==> src/hdl/assert_macros.svh <==
// Assertion macros shared by the RTL modules.
// No dependencies; define ASSERT_OFF to compile the checks out.
`ifndef ASSERT_MACROS_SVH
`define ASSERT_MACROS_SVH

`ifndef ASSERT_OFF

// Property checked on every rising clock edge outside reset.
`define ASSERT_RST(lbl, clk, rst_n, prop) \
  lbl: assert property (@(posedge clk) disable iff (!rst_n) (prop)) \
    else $error("assertion failed");

// Condition that must never be seen outside reset.
`define ASSERT_NEVER(lbl, clk, rst_n, cond) \
  lbl: assert property (@(posedge clk) disable iff (!rst_n) !(cond)) \
    else $error("forbidden condition seen");

`else

`define ASSERT_RST(lbl, clk, rst_n, prop)
`define ASSERT_NEVER(lbl, clk, rst_n, cond)

`endif

`endif

==> src/hdl/wavhp_pkg.sv <==
// Shared types and constants for the WAV header parser.
// No dependencies; used by every module of the block.
package wavhp_pkg;

  localparam int unsigned MAX_CHUNKS     = 1024;
  localparam int unsigned MAX_FILE_BYTES = 1073741824;

  localparam int unsigned OFS_W  = 31;   // byte offset, holds MAX_FILE_BYTES
  localparam int unsigned POS_W  = 33;   // RIFF positions, size field + 8
  localparam int unsigned CNT_W  = $clog2(MAX_CHUNKS + 1);
  localparam int unsigned FMT_BYTES = 16;
  localparam int unsigned FILL_W = $clog2(FMT_BYTES);

  localparam int unsigned RIFF_SIZE_LAST = 7;   // last byte of the RIFF size field
  localparam int unsigned HDR_LAST       = 11;  // last byte of the file header
  localparam int unsigned HDR_BYTES      = 12;
  localparam int unsigned CHUNK_HDR      = 8;

  localparam logic [31:0] TAG_RIFF = 32'h4646_4952;
  localparam logic [31:0] TAG_WAVE = 32'h4556_4157;
  localparam logic [31:0] TAG_FMT  = 32'h2074_6d66;
  localparam logic [31:0] TAG_DATA = 32'h6174_6164;

  localparam logic [15:0] FMT_PCM  = 16'd1;
  localparam logic [31:0] RATE_MIN = 32'd8000;
  localparam logic [31:0] RATE_MAX = 32'd48000;

  typedef enum logic [1:0] {
    ST_VALID     = 2'd0,
    ST_NOT_RIFF  = 2'd1,
    ST_SIZE      = 2'd2,
    ST_INVALID   = 2'd3
  } status_e;

  typedef enum logic [2:0] {
    PH_HEADER = 3'd0,
    PH_HEAD   = 3'd1,
    PH_BODY   = 3'd2,
    PH_FMT    = 3'd3,
    PH_DONE   = 3'd4,
    PH_STOP   = 3'd5
  } parse_phase_e;

  // Parser state captured on the final byte of a file.
  typedef struct packed {
    logic             oversize;
    logic             too_short;
    status_e          bad;
    logic             done;
    logic [POS_W-1:0] next_at;
    logic [POS_W-1:0] riff_end;
    logic [OFS_W-1:0] size;
    logic             fmt_seen;
    logic             data_seen;
    logic [OFS_W-1:0] data_start;
    logic [31:0]      data_len;
    logic [1:0]       chan;
    logic [15:0]      rate;
    logic [4:0]       bits;
  } wavhp_snap_t;

endpackage

==> src/hdl/wav_header_parser.sv <==
// Top level of the RIFF/WAVE PCM header parser.
// Depends on wavhp_pkg, wavhp_fmt_check, wavhp_result and assert_macros.svh.
//
//  channel | handshake                | payload
//  --------+--------------------------+------------------------------------------
//  in      | in_valid_i / in_stall_o  | data_byte_i, end_of_file_i
//  out     | out_valid_o / out_stall_i| status_o, channel_count_o, sample_rate_o,
//          |                          | sample_bits_o, data_offset_o, frame_count_o
//
// One byte per cycle unless a final byte is held back: each beat sits in the
// input register while the parser state updates from it. The final byte's
// state goes to a snapshot register, and its result moves on to the output
// register once that is free. Reset is asynchronous, active low, and needs no
// clearing pass. A stalled output holds back only a final byte; other bytes
// keep flowing while a result waits.
`include "assert_macros.svh"

module wav_header_parser import wavhp_pkg::*; (
  input  logic             clk_i,
  input  logic             rst_ni,
  input  logic             in_valid_i,
  output logic             in_stall_o,
  input  logic [7:0]       data_byte_i,
  input  logic             end_of_file_i,
  output logic             out_valid_o,
  input  logic             out_stall_i,
  output logic [1:0]       status_o,
  output logic [1:0]       channel_count_o,
  output logic [15:0]      sample_rate_o,
  output logic [4:0]       sample_bits_o,
  output logic [OFS_W-1:0] data_offset_o,
  output logic [OFS_W-1:0] frame_count_o
);

  // input register
  logic       in_valid_q;
  logic [7:0] byte_q;
  logic       eof_q;

  // parser state
  logic [OFS_W-1:0]       offset_q, offset_d;
  logic [POS_W-1:0]       riff_end_q, riff_end_d;
  logic [POS_W-1:0]       next_q, next_d;
  logic [63:0]            shift_q, shift_d;
  logic [CNT_W-1:0]       count_q, count_d;
  logic [8*FMT_BYTES-1:0] fmt_q, fmt_d;
  logic [FILL_W-1:0]      fill_q, fill_d;
  logic                   fmt_seen_q, fmt_seen_d;
  logic                   data_seen_q, data_seen_d;
  logic [OFS_W-1:0]       start_q, start_d;
  logic [31:0]            len_q, len_d;
  status_e                bad_q, bad_d;
  parse_phase_e           phase_q, phase_d;

  logic        snap_free, step, accept;
  wavhp_snap_t snap;

  logic                   live;
  logic [63:0]            shift_nx;
  logic [8*FMT_BYTES-1:0] fmt_nx;
  logic                   fmt_good;
  logic [31:0]            chunk_id, chunk_len;
  logic [POS_W:0]         ofs_ext, next_ext, hdr_last, body_at;
  logic [POS_W-1:0]       room, next_after;
  logic                   too_long, fits_here, fits_empty, body_end;
  logic                   cnt_room, cnt_room_nx;
  parse_phase_e           begin_phase;

  // a final byte needs the snapshot register; other bytes always move on
  assign step       = in_valid_q && (!eof_q || snap_free);
  assign in_stall_o = in_valid_q && !step;
  assign accept     = in_valid_i && !in_stall_o;

  always_ff @(posedge clk_i or negedge rst_ni) begin
    if (!rst_ni) begin
      in_valid_q <= 1'b0;
    end else if (accept) begin
      in_valid_q <= 1'b1;
    end else if (step) begin
      in_valid_q <= 1'b0;
    end
  end

  always_ff @(posedge clk_i) begin
    if (accept) begin
      byte_q <= data_byte_i;
      eof_q  <= end_of_file_i;
    end
  end

  wavhp_fmt_check u_fmt_check (
    .fmt_body_i (fmt_nx),
    .fmt_ok_o   (fmt_good)
  );

  assign live      = offset_q < OFS_W'(MAX_FILE_BYTES);
  assign shift_nx  = {byte_q, shift_q[63:8]};
  assign fmt_nx    = {byte_q, fmt_q[8*FMT_BYTES-1:8]};
  assign chunk_id  = shift_nx[31:0];
  assign chunk_len = shift_nx[63:32];

  // position terms, all taken from registered state
  assign ofs_ext    = (POS_W+1)'(offset_q);
  assign next_ext   = {1'b0, next_q};
  assign hdr_last   = next_ext + (POS_W+1)'(CHUNK_HDR - 1);
  assign body_at    = next_ext + (POS_W+1)'(CHUNK_HDR);
  assign room       = riff_end_q - body_at[POS_W-1:0];
  assign too_long   = {1'b0, chunk_len} > room;
  assign next_after = body_at[POS_W-1:0] + {1'b0, chunk_len} + POS_W'(chunk_len[0]);
  assign fits_here  = body_at <= {1'b0, riff_end_q};
  assign fits_empty = next_ext + (POS_W+1)'(2 * CHUNK_HDR) <= {1'b0, riff_end_q};
  assign body_end   = ofs_ext + (POS_W+1)'(1) >= next_ext;
  assign cnt_room    = count_q < CNT_W'(MAX_CHUNKS);
  assign cnt_room_nx = {1'b0, count_q} + (CNT_W+1)'(1) < (CNT_W+1)'(MAX_CHUNKS);
  assign begin_phase = (fits_here && cnt_room) ? PH_HEAD : PH_DONE;

  always_comb begin
    offset_d    = offset_q;
    riff_end_d  = riff_end_q;
    next_d      = next_q;
    shift_d     = shift_q;
    count_d     = count_q;
    fmt_d       = fmt_q;
    fill_d      = fill_q;
    fmt_seen_d  = fmt_seen_q;
    data_seen_d = data_seen_q;
    start_d     = start_q;
    len_d       = len_q;
    bad_d       = bad_q;
    phase_d     = phase_q;
    if (live) begin
      offset_d = offset_q + OFS_W'(1);
      shift_d  = shift_nx;
      unique case (phase_q)
        PH_HEADER: begin
          if (offset_q == OFS_W'(RIFF_SIZE_LAST)) begin
            if (chunk_id != TAG_RIFF) begin
              bad_d   = ST_NOT_RIFF;
              phase_d = PH_STOP;
            end else begin
              riff_end_d = {1'b0, chunk_len} + POS_W'(CHUNK_HDR);
            end
          end else if (offset_q == OFS_W'(HDR_LAST)) begin
            if (chunk_len != TAG_WAVE) begin
              bad_d   = ST_NOT_RIFF;
              phase_d = PH_STOP;
            end else begin
              next_d  = POS_W'(HDR_BYTES);
              phase_d = (riff_end_q >= POS_W'(HDR_BYTES + CHUNK_HDR) && cnt_room) ?
                        PH_HEAD : PH_DONE;
            end
          end
        end
        PH_HEAD: begin
          if (ofs_ext == hdr_last) begin
            count_d = count_q + CNT_W'(1);
            if (too_long) begin
              bad_d   = ST_INVALID;
              phase_d = PH_STOP;
            end else begin
              next_d = next_after;
              if (chunk_id == TAG_FMT) begin
                if (fmt_seen_q || chunk_len < 32'(FMT_BYTES)) begin
                  bad_d   = ST_INVALID;
                  phase_d = PH_STOP;
                end else begin
                  fill_d  = '0;
                  phase_d = PH_FMT;
                end
              end else if (chunk_id == TAG_DATA && data_seen_q) begin
                bad_d   = ST_INVALID;
                phase_d = PH_STOP;
              end else begin
                if (chunk_id == TAG_DATA) begin
                  data_seen_d = 1'b1;
                  start_d     = body_at[OFS_W-1:0];
                  len_d       = chunk_len;
                end
                // empty body: the next header starts right away
                if (chunk_len == 32'd0) begin
                  phase_d = (fits_empty && cnt_room_nx) ? PH_HEAD : PH_DONE;
                end else begin
                  phase_d = PH_BODY;
                end
              end
            end
          end
        end
        PH_FMT: begin
          fmt_d  = fmt_nx;
          fill_d = fill_q + FILL_W'(1);
          if (fill_q == FILL_W'(FMT_BYTES - 1)) begin
            if (!fmt_good) begin
              bad_d   = ST_INVALID;
              phase_d = PH_STOP;
            end else begin
              fmt_seen_d = 1'b1;
              phase_d    = body_end ? begin_phase : PH_BODY;
            end
          end
        end
        PH_BODY: begin
          if (body_end) begin
            phase_d = begin_phase;
          end
        end
        PH_DONE, PH_STOP: begin
        end
        default: begin
        end
      endcase
    end
  end

  // a final beat starts the next file from the reset state
  always_ff @(posedge clk_i or negedge rst_ni) begin
    if (!rst_ni) begin
      offset_q    <= '0;
      riff_end_q  <= '0;
      next_q      <= POS_W'(HDR_BYTES);
      count_q     <= '0;
      fill_q      <= '0;
      fmt_seen_q  <= 1'b0;
      data_seen_q <= 1'b0;
      bad_q       <= ST_VALID;
      phase_q     <= PH_HEADER;
    end else if (step) begin
      if (eof_q) begin
        offset_q    <= '0;
        riff_end_q  <= '0;
        next_q      <= POS_W'(HDR_BYTES);
        count_q     <= '0;
        fill_q      <= '0;
        fmt_seen_q  <= 1'b0;
        data_seen_q <= 1'b0;
        bad_q       <= ST_VALID;
        phase_q     <= PH_HEADER;
      end else begin
        offset_q    <= offset_d;
        riff_end_q  <= riff_end_d;
        next_q      <= next_d;
        count_q     <= count_d;
        fill_q      <= fill_d;
        fmt_seen_q  <= fmt_seen_d;
        data_seen_q <= data_seen_d;
        bad_q       <= bad_d;
        phase_q     <= phase_d;
      end
    end
  end

  always_ff @(posedge clk_i) begin
    if (step) begin
      shift_q <= shift_d;
      fmt_q   <= fmt_d;
      start_q <= start_d;
      len_q   <= len_d;
    end
  end

  always_comb begin
    snap.oversize  = !live;
    snap.too_short = offset_q < OFS_W'(HDR_LAST);
    snap.bad       = bad_d;
    snap.done      = phase_d == PH_DONE;
    snap.next_at   = next_d;
    snap.riff_end  = riff_end_d;
    snap.size      = offset_q + OFS_W'(1);
    snap.fmt_seen  = fmt_seen_d;
    snap.data_seen = data_seen_d;
    snap.data_start = start_d;
    snap.data_len  = len_d;
    snap.chan      = fmt_d[17:16];
    snap.rate      = fmt_d[47:32];
    snap.bits      = fmt_d[116:112];
  end

  wavhp_result u_result (
    .clk_i           (clk_i),
    .rst_ni          (rst_ni),
    .snap_load_i     (step && eof_q),
    .snap_i          (snap),
    .snap_free_o     (snap_free),
    .out_valid_o     (out_valid_o),
    .out_stall_i     (out_stall_i),
    .status_o        (status_o),
    .channel_count_o (channel_count_o),
    .sample_rate_o   (sample_rate_o),
    .sample_bits_o   (sample_bits_o),
    .data_offset_o   (data_offset_o),
    .frame_count_o   (frame_count_o)
  );

  `ASSERT_RST(a_stop_iff_bad, clk_i, rst_ni, (phase_q == PH_STOP) == (bad_q != ST_VALID))
  `ASSERT_NEVER(a_fmt_twice, clk_i, rst_ni, phase_q == PH_FMT && fmt_seen_q)
  `ASSERT_RST(a_chunk_limit, clk_i, rst_ni, count_q <= CNT_W'(MAX_CHUNKS))
  `ASSERT_RST(a_eof_restart, clk_i, rst_ni, step && eof_q |=> offset_q == '0 && phase_q == PH_HEADER)

endmodule

==> src/hdl/wavhp_fmt_check.sv <==
// PCM format check over the first 16 bytes of a fmt chunk body.
// Depends on wavhp_pkg.
module wavhp_fmt_check import wavhp_pkg::*; (
  input  logic [8*FMT_BYTES-1:0] fmt_body_i,
  output logic                   fmt_ok_o
);

  logic [15:0] tag, chans, align, bits;
  logic [31:0] rate, brate;
  logic        ch_ok, rate_ok, bits_ok;
  logic [1:0]  shamt;
  logic [15:0] align_exp;
  logic [31:0] brate_exp;

  assign tag   = fmt_body_i[15:0];
  assign chans = fmt_body_i[31:16];
  assign rate  = fmt_body_i[63:32];
  assign brate = fmt_body_i[95:64];
  assign align = fmt_body_i[111:96];
  assign bits  = fmt_body_i[127:112];

  assign ch_ok   = (chans == 16'd1) || (chans == 16'd2);
  assign rate_ok = (rate >= RATE_MIN) && (rate <= RATE_MAX);
  assign bits_ok = (bits == 16'd8) || (bits == 16'd16);

  // bytes per frame is 1, 2 or 4 once channels and bits are legal
  assign shamt     = {1'b0, chans == 16'd2} + {1'b0, bits == 16'd16};
  assign align_exp = 16'd1 << shamt;
  assign brate_exp = rate << shamt;

  assign fmt_ok_o = (tag == FMT_PCM) && ch_ok && rate_ok && bits_ok &&
                    (align == align_exp) && (brate == brate_exp);

endmodule

==> src/hdl/wavhp_result.sv <==
// Result stage: end-of-file snapshot register, status decode, output register.
// Depends on wavhp_pkg and assert_macros.svh.
`include "assert_macros.svh"

module wavhp_result import wavhp_pkg::*; (
  input  logic             clk_i,
  input  logic             rst_ni,
  input  logic             snap_load_i,
  input  wavhp_snap_t      snap_i,
  output logic             snap_free_o,
  output logic             out_valid_o,
  input  logic             out_stall_i,
  output logic [1:0]       status_o,
  output logic [1:0]       channel_count_o,
  output logic [15:0]      sample_rate_o,
  output logic [4:0]       sample_bits_o,
  output logic [OFS_W-1:0] data_offset_o,
  output logic [OFS_W-1:0] frame_count_o
);

  logic        snap_valid_q, snap_valid_d;
  wavhp_snap_t snap_q;
  logic        out_valid_q, out_valid_d;
  logic        out_free, snap_move;

  logic [1:0]       shamt;
  logic [1:0]       frame_mask;
  logic             aligned, wav_ok;
  status_e          status_d;
  logic [1:0]       chan_d;
  logic [15:0]      rate_d;
  logic [4:0]       bits_d;
  logic [OFS_W-1:0] offset_d, frames_d;
  logic [31:0]      frames_full;

  logic [1:0]       status_q, chan_q;
  logic [15:0]      rate_q;
  logic [4:0]       bits_q;
  logic [OFS_W-1:0] offset_q, frames_q;

  assign out_free    = !out_valid_q || !out_stall_i;
  assign snap_move   = snap_valid_q && out_free;
  assign snap_free_o = !snap_valid_q || out_free;

  always_comb begin
    snap_valid_d = snap_valid_q;
    if (snap_load_i) begin
      snap_valid_d = 1'b1;
    end else if (snap_move) begin
      snap_valid_d = 1'b0;
    end
    out_valid_d = out_valid_q;
    if (snap_move) begin
      out_valid_d = 1'b1;
    end else if (out_free) begin
      out_valid_d = 1'b0;
    end
  end

  // frame size is a power of two, so divide and remainder are shift and mask
  assign shamt = {1'b0, snap_q.chan == 2'd2} + {1'b0, snap_q.bits == 5'd16};

  always_comb begin
    unique case (shamt)
      2'd0:    frame_mask = 2'b00;
      2'd1:    frame_mask = 2'b01;
      default: frame_mask = 2'b11;
    endcase
  end

  assign aligned     = (snap_q.data_len[1:0] & frame_mask) == 2'b00;
  assign frames_full = snap_q.data_len >> shamt;

  assign wav_ok = (snap_q.bad == ST_VALID) && snap_q.done &&
                  (snap_q.next_at == snap_q.riff_end) &&
                  (snap_q.riff_end <= {2'b00, snap_q.size}) &&
                  snap_q.fmt_seen && snap_q.data_seen &&
                  (snap_q.data_len != 32'd0) && aligned;

  always_comb begin
    status_d = ST_INVALID;
    chan_d   = '0;
    rate_d   = '0;
    bits_d   = '0;
    offset_d = '0;
    frames_d = '0;
    priority if (snap_q.oversize || snap_q.too_short) begin
      status_d = ST_SIZE;
    end else if (snap_q.bad == ST_NOT_RIFF) begin
      status_d = ST_NOT_RIFF;
    end else if (wav_ok) begin
      status_d = ST_VALID;
      chan_d   = snap_q.chan;
      rate_d   = snap_q.rate;
      bits_d   = snap_q.bits;
      offset_d = snap_q.data_start;
      frames_d = frames_full[OFS_W-1:0];
    end else begin
      status_d = ST_INVALID;
    end
  end

  always_ff @(posedge clk_i or negedge rst_ni) begin
    if (!rst_ni) begin
      snap_valid_q <= 1'b0;
      out_valid_q  <= 1'b0;
    end else begin
      snap_valid_q <= snap_valid_d;
      out_valid_q  <= out_valid_d;
    end
  end

  always_ff @(posedge clk_i) begin
    if (snap_load_i) begin
      snap_q <= snap_i;
    end
    if (snap_move) begin
      status_q <= status_d;
      chan_q   <= chan_d;
      rate_q   <= rate_d;
      bits_q   <= bits_d;
      offset_q <= offset_d;
      frames_q <= frames_d;
    end
  end

  assign out_valid_o     = out_valid_q;
  assign status_o        = status_q;
  assign channel_count_o = chan_q;
  assign sample_rate_o   = rate_q;
  assign sample_bits_o   = bits_q;
  assign data_offset_o   = offset_q;
  assign frame_count_o   = frames_q;

  `ASSERT_RST(a_fail_fields_zero, clk_i, rst_ni, out_valid_o && status_o != ST_VALID |-> channel_count_o == 2'd0 && sample_rate_o == 16'd0 && sample_bits_o == 5'd0 && frame_count_o == '0)
  `ASSERT_RST(a_valid_format, clk_i, rst_ni, out_valid_o && status_o == ST_VALID |-> (sample_bits_o == 5'd8 || sample_bits_o == 5'd16) && channel_count_o != 2'd0)
  `ASSERT_RST(a_snap_held, clk_i, rst_ni, snap_valid_q && out_valid_o && out_stall_i |=> snap_valid_q)

endmodule
==> config.mk <==
export PLATFORM = sky130hd
export DESIGN_NAME = wav_header_parser
export DESIGN_NICKNAME = d
export VERILOG_FILES = /design/src/hdl/wavhp_pkg.sv /design/src/hdl/wav_header_parser.sv /design/src/hdl/wavhp_fmt_check.sv /design/src/hdl/wavhp_result.sv
export VERILOG_INCLUDE_DIRS = /design/src /design/src/hdl
export SDC_FILE = /design/constraint.sdc
export NUM_CORES = 1
export LEC_CHECK = 0
export ABC_AREA = 1
export BUFFER_PORTS_ARGS = -buffer_cell sky130_fd_sc_hd__buf_2
export CORE_ASPECT_RATIO = 1.25
export CORE_MARGIN = 2
export CORE_UTILIZATION = 35
export CTS_BUF_LIST = sky130_fd_sc_hd__clkbuf_16
export DETAILED_ROUTE_END_ITERATION = 10
export GPL_ROUTABILITY_DRIVEN = 1
export SLEW_MARGIN = 0
export SYNTH_ARGS = -nofsm -noshare
export SYNTH_HDL_FRONTEND = slang
export SYNTH_HIERARCHICAL = 1
export SYNTH_SLANG_ARGS = --single-unit
==> constraint.sdc <==
create_clock -name clk_i -period 5.9 [get_ports clk_i]
set_input_delay 0.885 -clock clk_i [delete_from_list [all_inputs] [get_ports clk_i]]
set_output_delay 0.885 -clock clk_i [all_outputs]
set_load 0.01 [all_outputs]
==> Yosys cells after proc, flatten, opt, wreduce, memory -nomap -nowiden <==
Cells that the tools add are included.
W data, S select, Z words.
{ "word_totals": {"elab_cells": 252, "register_bits": 663, "output_inout_bits": 89} }
{ "classes": {"shifts": 3, "n_eq_ne": 28, "reduce_logical": 55, "addsub": 14, "bitwise_logic": 2, "n_mux": 98, "magnitude_cmp": 13} }
{ "ops": {"columns": ["operator", "count"], "rows": [
  ["$mux W33", 12],
  ["$mux W31", 9],
  ["$mux W117", 2],
  ["$mux W32", 7],
  ["$le A34 B33 Y1", 2],
  ["$pmux W33 S2", 1],
  ["$ne A32 B31 Y1 const B", 2],
  ["$mux W3", 19],
  ["$mux W11", 4],
  ["$add A33 B3 Y34 const B", 1],
  ["$add A33 B4 Y34 const B", 1],
  ["$add A33 B5 Y34 const B", 1],
  ["$eq A31 B34 Y1", 1],
  ["$add A32 B4 Y33 const B", 1],
  ["$add A33 B1 Y33", 1],
  ["$add A33 B32 Y33", 1],
  ["$eq A33 B33 Y1", 1],
  ["$ge A32 B33 Y1", 1],
  ["$ge A33 B5 Y1 const B", 1],
  ["$gt A32 B33 Y1", 1],
  ["$le A33 B31 Y1", 1],
  ["$sub A33 B33 Y33", 1],
  ["$add A31 B1 Y32 const B", 1],
  ["$eq A16 B1 Y1 const B", 2],
  ["other kinds (55)", 139]
]} }

==> Longest topological paths before layout <==
Gate-level depths: netlist (run 1).
{ "logic_depth": {"depth_word": 12, "mapped_depth": 42} }

==> Modules after synthesis <==
Netlist (run 1), hierarchy kept.
{ "by_module_without_submodules": {"columns": ["mod", "instances", "cells_per_inst", "area_per_inst_um2", "seq_area_each_um2"], "rows": [
  ["wav_header_parser", 1, 3337, 26329.0, 10452.5],
  ["wavhp_result", 1, 934, 11855.1, 8368.0],
  ["wavhp_fmt_check", 1, 436, 1945.6, 0.0]
]} }

==> Least setup slack after synthesis (run 1) <==
OpenSTA, ideal clock, no wires.
{ "synth_timing": {"path_type": "in2reg", "from": "input out_stall_i", "to": "register offset_q[17]", "setup_slack_ns": -0.503, "path_stages": 13, "required_time_ns": 5.759, "arrival_ns": 6.262, "setup_time_ns": 0.141, "cell_sequence": "nand2_1 inv_1 nand2_1 inv_1 nand2_1 nand2_1 inv_1 nand2_1 inv_1 nor2_1 clkinv_1 clkbuf_1 o22ai_1"} }
{ "synth_between": {"elab_chain_len": 6} }
{ "synth_lines": {"columns": ["item", "line", "source"], "rows": [
  ["start: declaration", "wav_header_parser.sv:26", "input logic out_stall_i,"],
  ["$logic_not A1 Y1", "wavhp_result.sv:41", "assign out_free = !out_valid_q || !out_stall_i;"],
  ["$logic_or A1 B1 Y1", "wavhp_result.sv:41", null],
  ["$logic_or A1 B1 Y1", "wavhp_result.sv:43", "assign snap_free_o = !snap_valid_q || out_free;"],
  ["net snap_free", "wav_header_parser.sv:55", "logic snap_free, step, accept;"],
  ["$logic_or A1 B1 Y1", "wav_header_parser.sv:70", "assign step = in_valid_q && (!eof_q || snap_free);"],
  ["$logic_and A1 B1 Y1", "wav_header_parser.sv:70", null],
  ["$reduce_and A2 Y1 (no source line)", null, null],
  ["end signal: assignment", "wav_header_parser.sv:239", "offset_q <= offset_d;"],
  ["end: declaration", "wav_header_parser.sv:41", "logic [OFS_W-1:0] offset_q, offset_d;"]
]} }
The timed path passes the listed nets, and every way through them passes these cells.
A chain may end at the register's enable or synchronous reset.

==> results of run 1 <==
## synth_stat cells, drive strengths merged (10+ instances only)
cell type | count | area share
a31oi | 16 | 0.0025
dfrtp | 120 | 0.075
nor4 | 50 | 0.0083
xor2 | 151 | 0.033
or2 | 29 | 0.0045
o211ai | 14 | 0.0026
buf | 65 | 0.013
o21a | 15 | 0.0028
a21oi | 143 | 0.018
nand3b | 20 | 0.0037
and2 | 10 | 0.0016
inv | 671 | 0.063
clkbuf | 52 | 0.0049
o21ai | 318 | 0.043
nor3 | 67 | 0.0091
xnor2 | 31 | 0.0068
nand2 | 1258 | 0.12
nor2 | 464 | 0.057
nand3 | 247 | 0.031
edfxtp | 525 | 0.39
nand4 | 101 | 0.016
ha | 215 | 0.067
o22ai | 55 | 0.0086
## metal layers
metal	share of wire	routed length (µm)
met5	0.00029	44
met4	0.081	12100
met3	0.058	8710
met2	0.48	71200
met1	0.38	57300
## sequential cells by signal, summed over array words and instances (netlist names), 4 cells and up
name and flops:
u_result/snap_q 190, fmt_q 120, shift_q 56, next_q 33
riff_end_q 33, len_q 32, offset_q 31, start_q 31
u_result/data_offset_o 31, u_result/frame_count_o 31, u_result/sample_rate_o 16, count_q 11
byte_q 8, u_result/sample_bits_o 5, fill_q 4
## final cells by class
class	count	area [µm²]	share of cell area
inverters	675	2570	0.0550
clock buffers	73	1830	0.0391
repair inverters	2	27.5	0.000589
repair buffers	394	2850	0.0610
well taps	1470	1840	0.0393
multi-input cells	3268	18300	0.392
clock inverters	61	504	0.0108
diodes	2	5.00	0.000107
flip-flops and latches	647	18800	0.403
## kinds of logic (layout without fill, tap and decap cells)
kind of cell             Yosys count  after routing  synth area share
AND/OR/NAND/NOR                 2257           2257             0.254
adder cells (fa/ha/maj)          217            217            0.0680
AO/OA/AOI/OAI                    610            610            0.0867
flip-flops                       647            647             0.469
XOR/XNOR                         182            182            0.0401
multiplexers                       2              2          0.000499
buffers and inverters            792           1205            0.0814
other                              0              2                 0
## power breakdown
group	switching, mW	total [mW]	leakage (nW)	internal [mW]
Combinational	0.968	1.36	14.2	0.395
Sequential	0.126	5.22	6.28	5.10
Clock	2.02	4.56	1.20	2.55
## worst max-delay path by stage
stage	end	slack, ps	depth (start not counted)
6_report	start_q[30]	120	36
4_1_cts	u_result/snap_q[180]	20	37
5_1_grt	start_q[30]	-70	36
2_1_floorplan	fill_q[0]	500	14
3_3_place_gp	u_result/snap_q[44]	-110	37
3_5_place_dp	len_q[21]	-150	41
## worst max-delay path: cells and delay by family, from the launching register on
family                     cells  cell delay [ps]
and+or+nand+nor               22             2730
adders and majority gates      3              890
buffers and inverters          6              820
AOI/OAI and AO/OA              4              500
DFF                            1              440
xor gates and xnor gates       1              140
## timing repair
| item | CTS | global route |
|---|---|---|
| pin swaps | 0 | 14 |
| setup buffers | 0 | 9 |
| gates resized for setup | 5 | 65 |
| hold buffers | 0 | 0 |
| setup endpoints to repair | 57 | 200 |
| gates cloned | 0 | 3 |
==> metrics.md, run 1 <==
| Metric | Value |
|---|---|
| Post-Route WL | `about 150000 µm` |
| Num CTS Buffers | `73` |
| Area delta synth->final | `16.5%` |
| Drt pass-1 iters | `6` |
| Post-DRT Antenna Nets | `0` |
| Fillers | `11300` |
| Cell Rows | `~140` |
| Top_reg_cell synth | `edfxtp_1` |
| Final setup vio count | `0` |
| # DRC | `0` |
| Pins Over Slew Limit | `0` |
| Post-route cell area | `roughly 47000 µm²` |
| Status | `complete, no violations` |
| CP arrival | `about 6200 ps` |
| Hpwl dp | `between 100000 and 150000 µm` |
| Die height | `~380 µm` |
| Fin nets | `5291` |
| CP required | `between 6000 and 7000 ps` |
| R2r setup slk | `120 ps` |
| Placed cell count | `~6400` |
| Mapped Area | `between 40000 and 50000 µm²` |
| F_max | `about 170 MHz` |
| Max_cap viols | `0` |
| Element type at the critical path start | `register` |
| Most common cell after layout, fill and taps aside | `nand2_1` |
| H-tree depth | `3` |
| GR Overflow Total | `0` |
| Gr busiest metal | `met2` |
| Count of flip-flops with a built-in enable after synthesis | `525` |
| Peak supply drop | `about 0.00015 V` |
| Worst skew pair latency | `680 ps` |
| Starting Density | `0.354` |
| Layout cell share with drive strength beyond 1 | `0.151` |
| Post-synth cell types | `67` |
| TNS Setup | `0 ps` |
| DIE WIDTH | `about 310 µm` |
| Worst Path Max Fanout | `7` |
| Crit-path max cell delay | `~440 ps` |
| Synth Register Bits | `647` |
| DR vias/cell | `5.21` |
| CP Capture Type | `register` |
| Pin count of the biggest net entering global routing | `137` |
| Critical R2R Launch | `next_q[4]` |
| Global routing met1 resource utilization | `0.288` |
| Asr flop ratio synth | `0.189` |
| R2r endpoint | `start_q[30]` |
| Mapped Avg Cell Area | `between 8 and 9 µm²` |
| Placed inst area | `44000 µm²` |
| M3 GR Usage | `0.0376` |
| Die area | `117000 µm²` |
| Routed via count | `about 34000` |
| Initial antenna violation count | `3` |
| Overall Power | `11.1 mW` |
| Met2 GRT Util | `0.421` |
| R2R cell count | `36` |
| Max_slew headroom | `0.0870` |
| Most frequent cells in the layout | `nand2_1 (1213), inv_1 (664), edfxtp_1 (525)` |
| Yosys warning count | `6` |
| Input/output buffers | `between 100 and 150` |
| Pwr dens | `238 nW/µm²` |
| Global Route Usage Sum | `0.250` |
| Worst Setup SP | `next_q[4]` |
| Syn Inst Count | `around 4700` |
| Worst-margin pin slew | `about 1400 ps` |
| Pre-CTS setup slack | `-150 ps` |
| Clock tree buffer depth | `3` |
| Setup CP Type | `reg2reg` |
| Gpl congestion | `~1` |
| Clock Skew | `32.8 ps` |
| Setup ws final | `around 120 ps` |
| Register area share after synthesis | `0.469` |
| Most common cell on crit path | `nand2_1` |
| Initial DRC count | `~3200` |
| Fin cells | `roughly 6600` |
| Endpoints failing hold | `0` |
| Hold Crit Class | `in2async` |
| Fin crit period | `about 5800 ps` |
| Vias in the first global route | `between 30000 and 40000` |
| LEAKAGE | `21.7 nW` |
| Clock sink count | `647` |
| Reg clk slew, reported paths | `approximately 70 ps` |
| First-pass GRT wire length | `between 200000 and 250000 µm` |
| Worst hold margin | `between 100 and 150 ps` |
| Critical path's slowest cell | `dfrtp_2` |
| CTS tree | `built` |
| IO Pins | `a little over 100` |
| Util after Layout | `0.412` |
| Fin crit share | `0.980` |
| CTS root buffer | `clkbuf_16` |
| CORE AREA | `about 110000 µm²` |
| Wire length per cell | `22.7 µm` |
| Net Count, Synth | `approximately 4900` |
Power figures use the tool's default switching activity.
==> run 2, diff against run 1 <==
--- a/config.mk
+++ b/config.mk
@@ -9,7 +9,6 @@
 export ABC_AREA = 1
 export BUFFER_PORTS_ARGS = -buffer_cell sky130_fd_sc_hd__buf_2
 export CORE_ASPECT_RATIO = 1.25
-export CORE_MARGIN = 2
 export CORE_UTILIZATION = 35
 export CTS_BUF_LIST = sky130_fd_sc_hd__clkbuf_16
 export DETAILED_ROUTE_END_ITERATION = 10
==> constraint.sdc (replaced) <==
create_clock -name clk_i -period 5.9 [get_ports clk_i]
set_input_delay 0.885 -clock clk_i [delete_from_list [all_inputs] [get_ports clk_i]]
set_output_delay 0.885 -clock clk_i [all_outputs]
set_load 0.05 [all_outputs]
==> run 2 against run 1 <==
Combinational power rose by 7%. Power rose by 0.24%. Non-clock buffer count fell by 37. Via count fell by 0.27%. Clock-buffer cell count fell by 1. Critical path type unchanged. Highest routed layer unchanged. Fmax rose by 1.8%. Cell area fell by 0.95%. Sequential power barely moved. Routed wire length fell by 1.2%.
==> metrics.md, run 2 (synthesized netlist as in run 1, its figures left out) <==
| Metric | Value |
|---|---|
| Num CTS Buffers | `slightly above 70` |
| DIE WIDTH | `about 300 µm` |
| CTS root buffer | `clkbuf_16` |
| Worst skew pair latency | `about 680 ps` |
| H-tree depth | `3` |
| Most frequent cells in the layout | `nand2_1 (1215), inv_1 (664), edfxtp_1 (525)` |
| Critical path's slowest cell | `dfrtp_1` |
| # diodes | `0` |
| Initial DRC count | `about 2900` |
| CTS tree | `built` |
| Max_slew headroom | `0.169` |
| Global Route Usage Sum | `0.250` |
| LEAKAGE | `approximately 22 nW` |
| Gpl congestion | `1.06` |
| Worst Path Max Fanout | `11` |
| Pre-CTS setup slack | `-4.59 ps` |
| Starting Density | `0.354` |
| Most common cell on crit path | `nand2_1` |
| Most common cell after layout, fill and taps aside | `nand2_1` |
| First-pass GRT wire length | `between 200000 and 250000 µm` |
| CP required | `approximately 6300 ps` |
| Clock tree buffer depth | `3` |
| Crit-path max cell delay | `roughly 550 ps` |
| Pwr dens | `around 240 nW/µm²` |
| Cell Rows | `between 100 and 150` |
| CORE AREA | `113000 µm²` |
| Status | `complete, no violations` |
| Max_cap viols | `0` |
| Overall Power | `11.2 mW` |
| Reg with most FFs | `u_result/snap_q` |
| Worst-margin pin slew | `around 1200 ps` |
| Element type at the critical path start | `register` |
| Wire length per cell | `22.5 µm` |
| Initial antenna violation count | `5` |
| CP Capture Type | `register` |
| Flip-flop count of the largest register after layout | `190` |
| Reg clk slew, reported paths | `about 70 ps` |
| CP arrival | `6070 ps` |
| Placed inst area | `between 40000 and 50000 µm²` |
| Peak supply drop | `roughly 0.00019 V` |
| Routed via count | `between 30000 and 40000` |
| Area delta synth->final | `15.4%` |
| Vias in the first global route | `roughly 33000` |
| Post-Route WL | `roughly 150000 µm` |
| Largest regs | `u_result/snap_q (190), fmt_q (120), shift_q (56)` |
| Final setup vio count | `0` |
| Pins Over Slew Limit | `0` |
| DR vias/cell | `approximately 5.2` |
| GR Overflow Total | `0` |
| Clock sink count | `roughly 650` |
| Input/output buffers | `approximately 100` |
| Post-CTS Hold Fix Bufs | `0` |
| F_max | `about 180 MHz` |
| Hold Crit Class | `in2async` |
| Fin crit period | `roughly 5700 ps` |
| Pin count of the biggest net entering global routing | `113` |
| Clock Skew | `37.6 ps` |
| R2R cell count | `30` |
| Drt pass-1 iters | `6` |
| Post-DRT Antenna Nets | `0` |
| # DRC | `0` |
| Fin nets | `between 5000 and 6000` |
| Setup ws final | `between 200 and 250 ps` |
| Setup CP Type | `reg2reg` |
| Fin crit share | `0.963` |
| Die area | `~120000 µm²` |
| Die height | `about 380 µm` |
| IO Pins | `between 100 and 150` |
| Hpwl dp | `approximately 120000 µm` |
| Layout cell share with drive strength beyond 1 | `0.140` |
| Endpoints failing hold | `0` |
| Post-route cell area | `roughly 46000 µm²` |
| Util after Layout | `0.408` |
==> run 2: changes by cell type in the layout (fill, tap and decap cells not counted), moves of 3 or more <==
cell | previous run | this run
ha_4 | 6 | 1
inv_6 | 8 | 5
nor2_1 | 367 | 370
dfrtp_1 | 117 | 120
clkinv_1 | 14 | 20
clkinvlp_4 | 5 | 1
buf_4 | 280 | 245
dfrtp_2 | 3 | 0
ha_1 | 208 | 211
==> run 2: worst paths after layout <==
| check | endpoint | slack (ps) | startpoint |
|---|---|---|---|
| min in group clk_i | eof_q | 390 | end_of_file_i |
| setup reg to reg | u_result/snap_q[180] | 220 | next_q[16] |
| hold / removal | next_q[32] | 330 | rst_ni |
| setup / recovery | u_result/snap_q[180] | 220 | next_q[16] |
| hold reg to reg | fmt_q[22] | 450 | fmt_q[30] |
| max in group asynchronous | count_q[4] | 4430 | rst_ni |
==> run 2: power breakdown <==
group | leakage, nW | switching [mW] | internal (mW)
combinational | 14.1 | 1.06 | 0.388
clock | 1.19 | 1.96 | 2.54
sequential | 6.29 | 0.122 | 5.10
total | 21.5 | 3.15 | 8.03
==> run 2: cell type report <==
class	instances	area [µm²]
clock buffers	72	1800
multi-input cells	3268	18200
fillers	11300	67100
flip-flops and latches	647	18800
clock inverters	58	500
inverters	675	2550
well taps	1470	1840
repair buffers	357	2560
==> run 2: worst max-delay path, delay by kind of cell, from the launching register on <==
kind,cells,cell delay (ps)
AO/OA/AOI/OAI,5,780
XOR/XNOR,2,310
adder cells (fa/ha/maj),2,620
buffers and inverters,6,880
flip-flops,1,550
AND/OR/NAND/NOR,15,2270
==> run 2: through the flow <==
step	setup TNS [ps]	cells	hold WS, ps
final	0	6547	334
after global routing	-95.4	6547	385
after CTS	0	6540	338
after detailed placement	-9.18	6410	434
after global placement	0	6410	428
after floorplan	0	4707	426
==> run 2: per-layer routing <==
layer	GRT usage	part of all wire	vias up
met5	0	0.00031	-
met4	0.187	0.083	8
met3	0.0368	0.061	369
met2	0.417	0.47	1313
met1	0.291	0.38	16300
li1	-	-	16300
==> run 2: timing repair <==
action | CTS | global route
setup endpoints to repair | 16 | 204
setup buffers | 0 | 7
endpoints found under the hold margin | 0 | 0
pin swaps | 0 | 6
resized for setup | 2 | 41
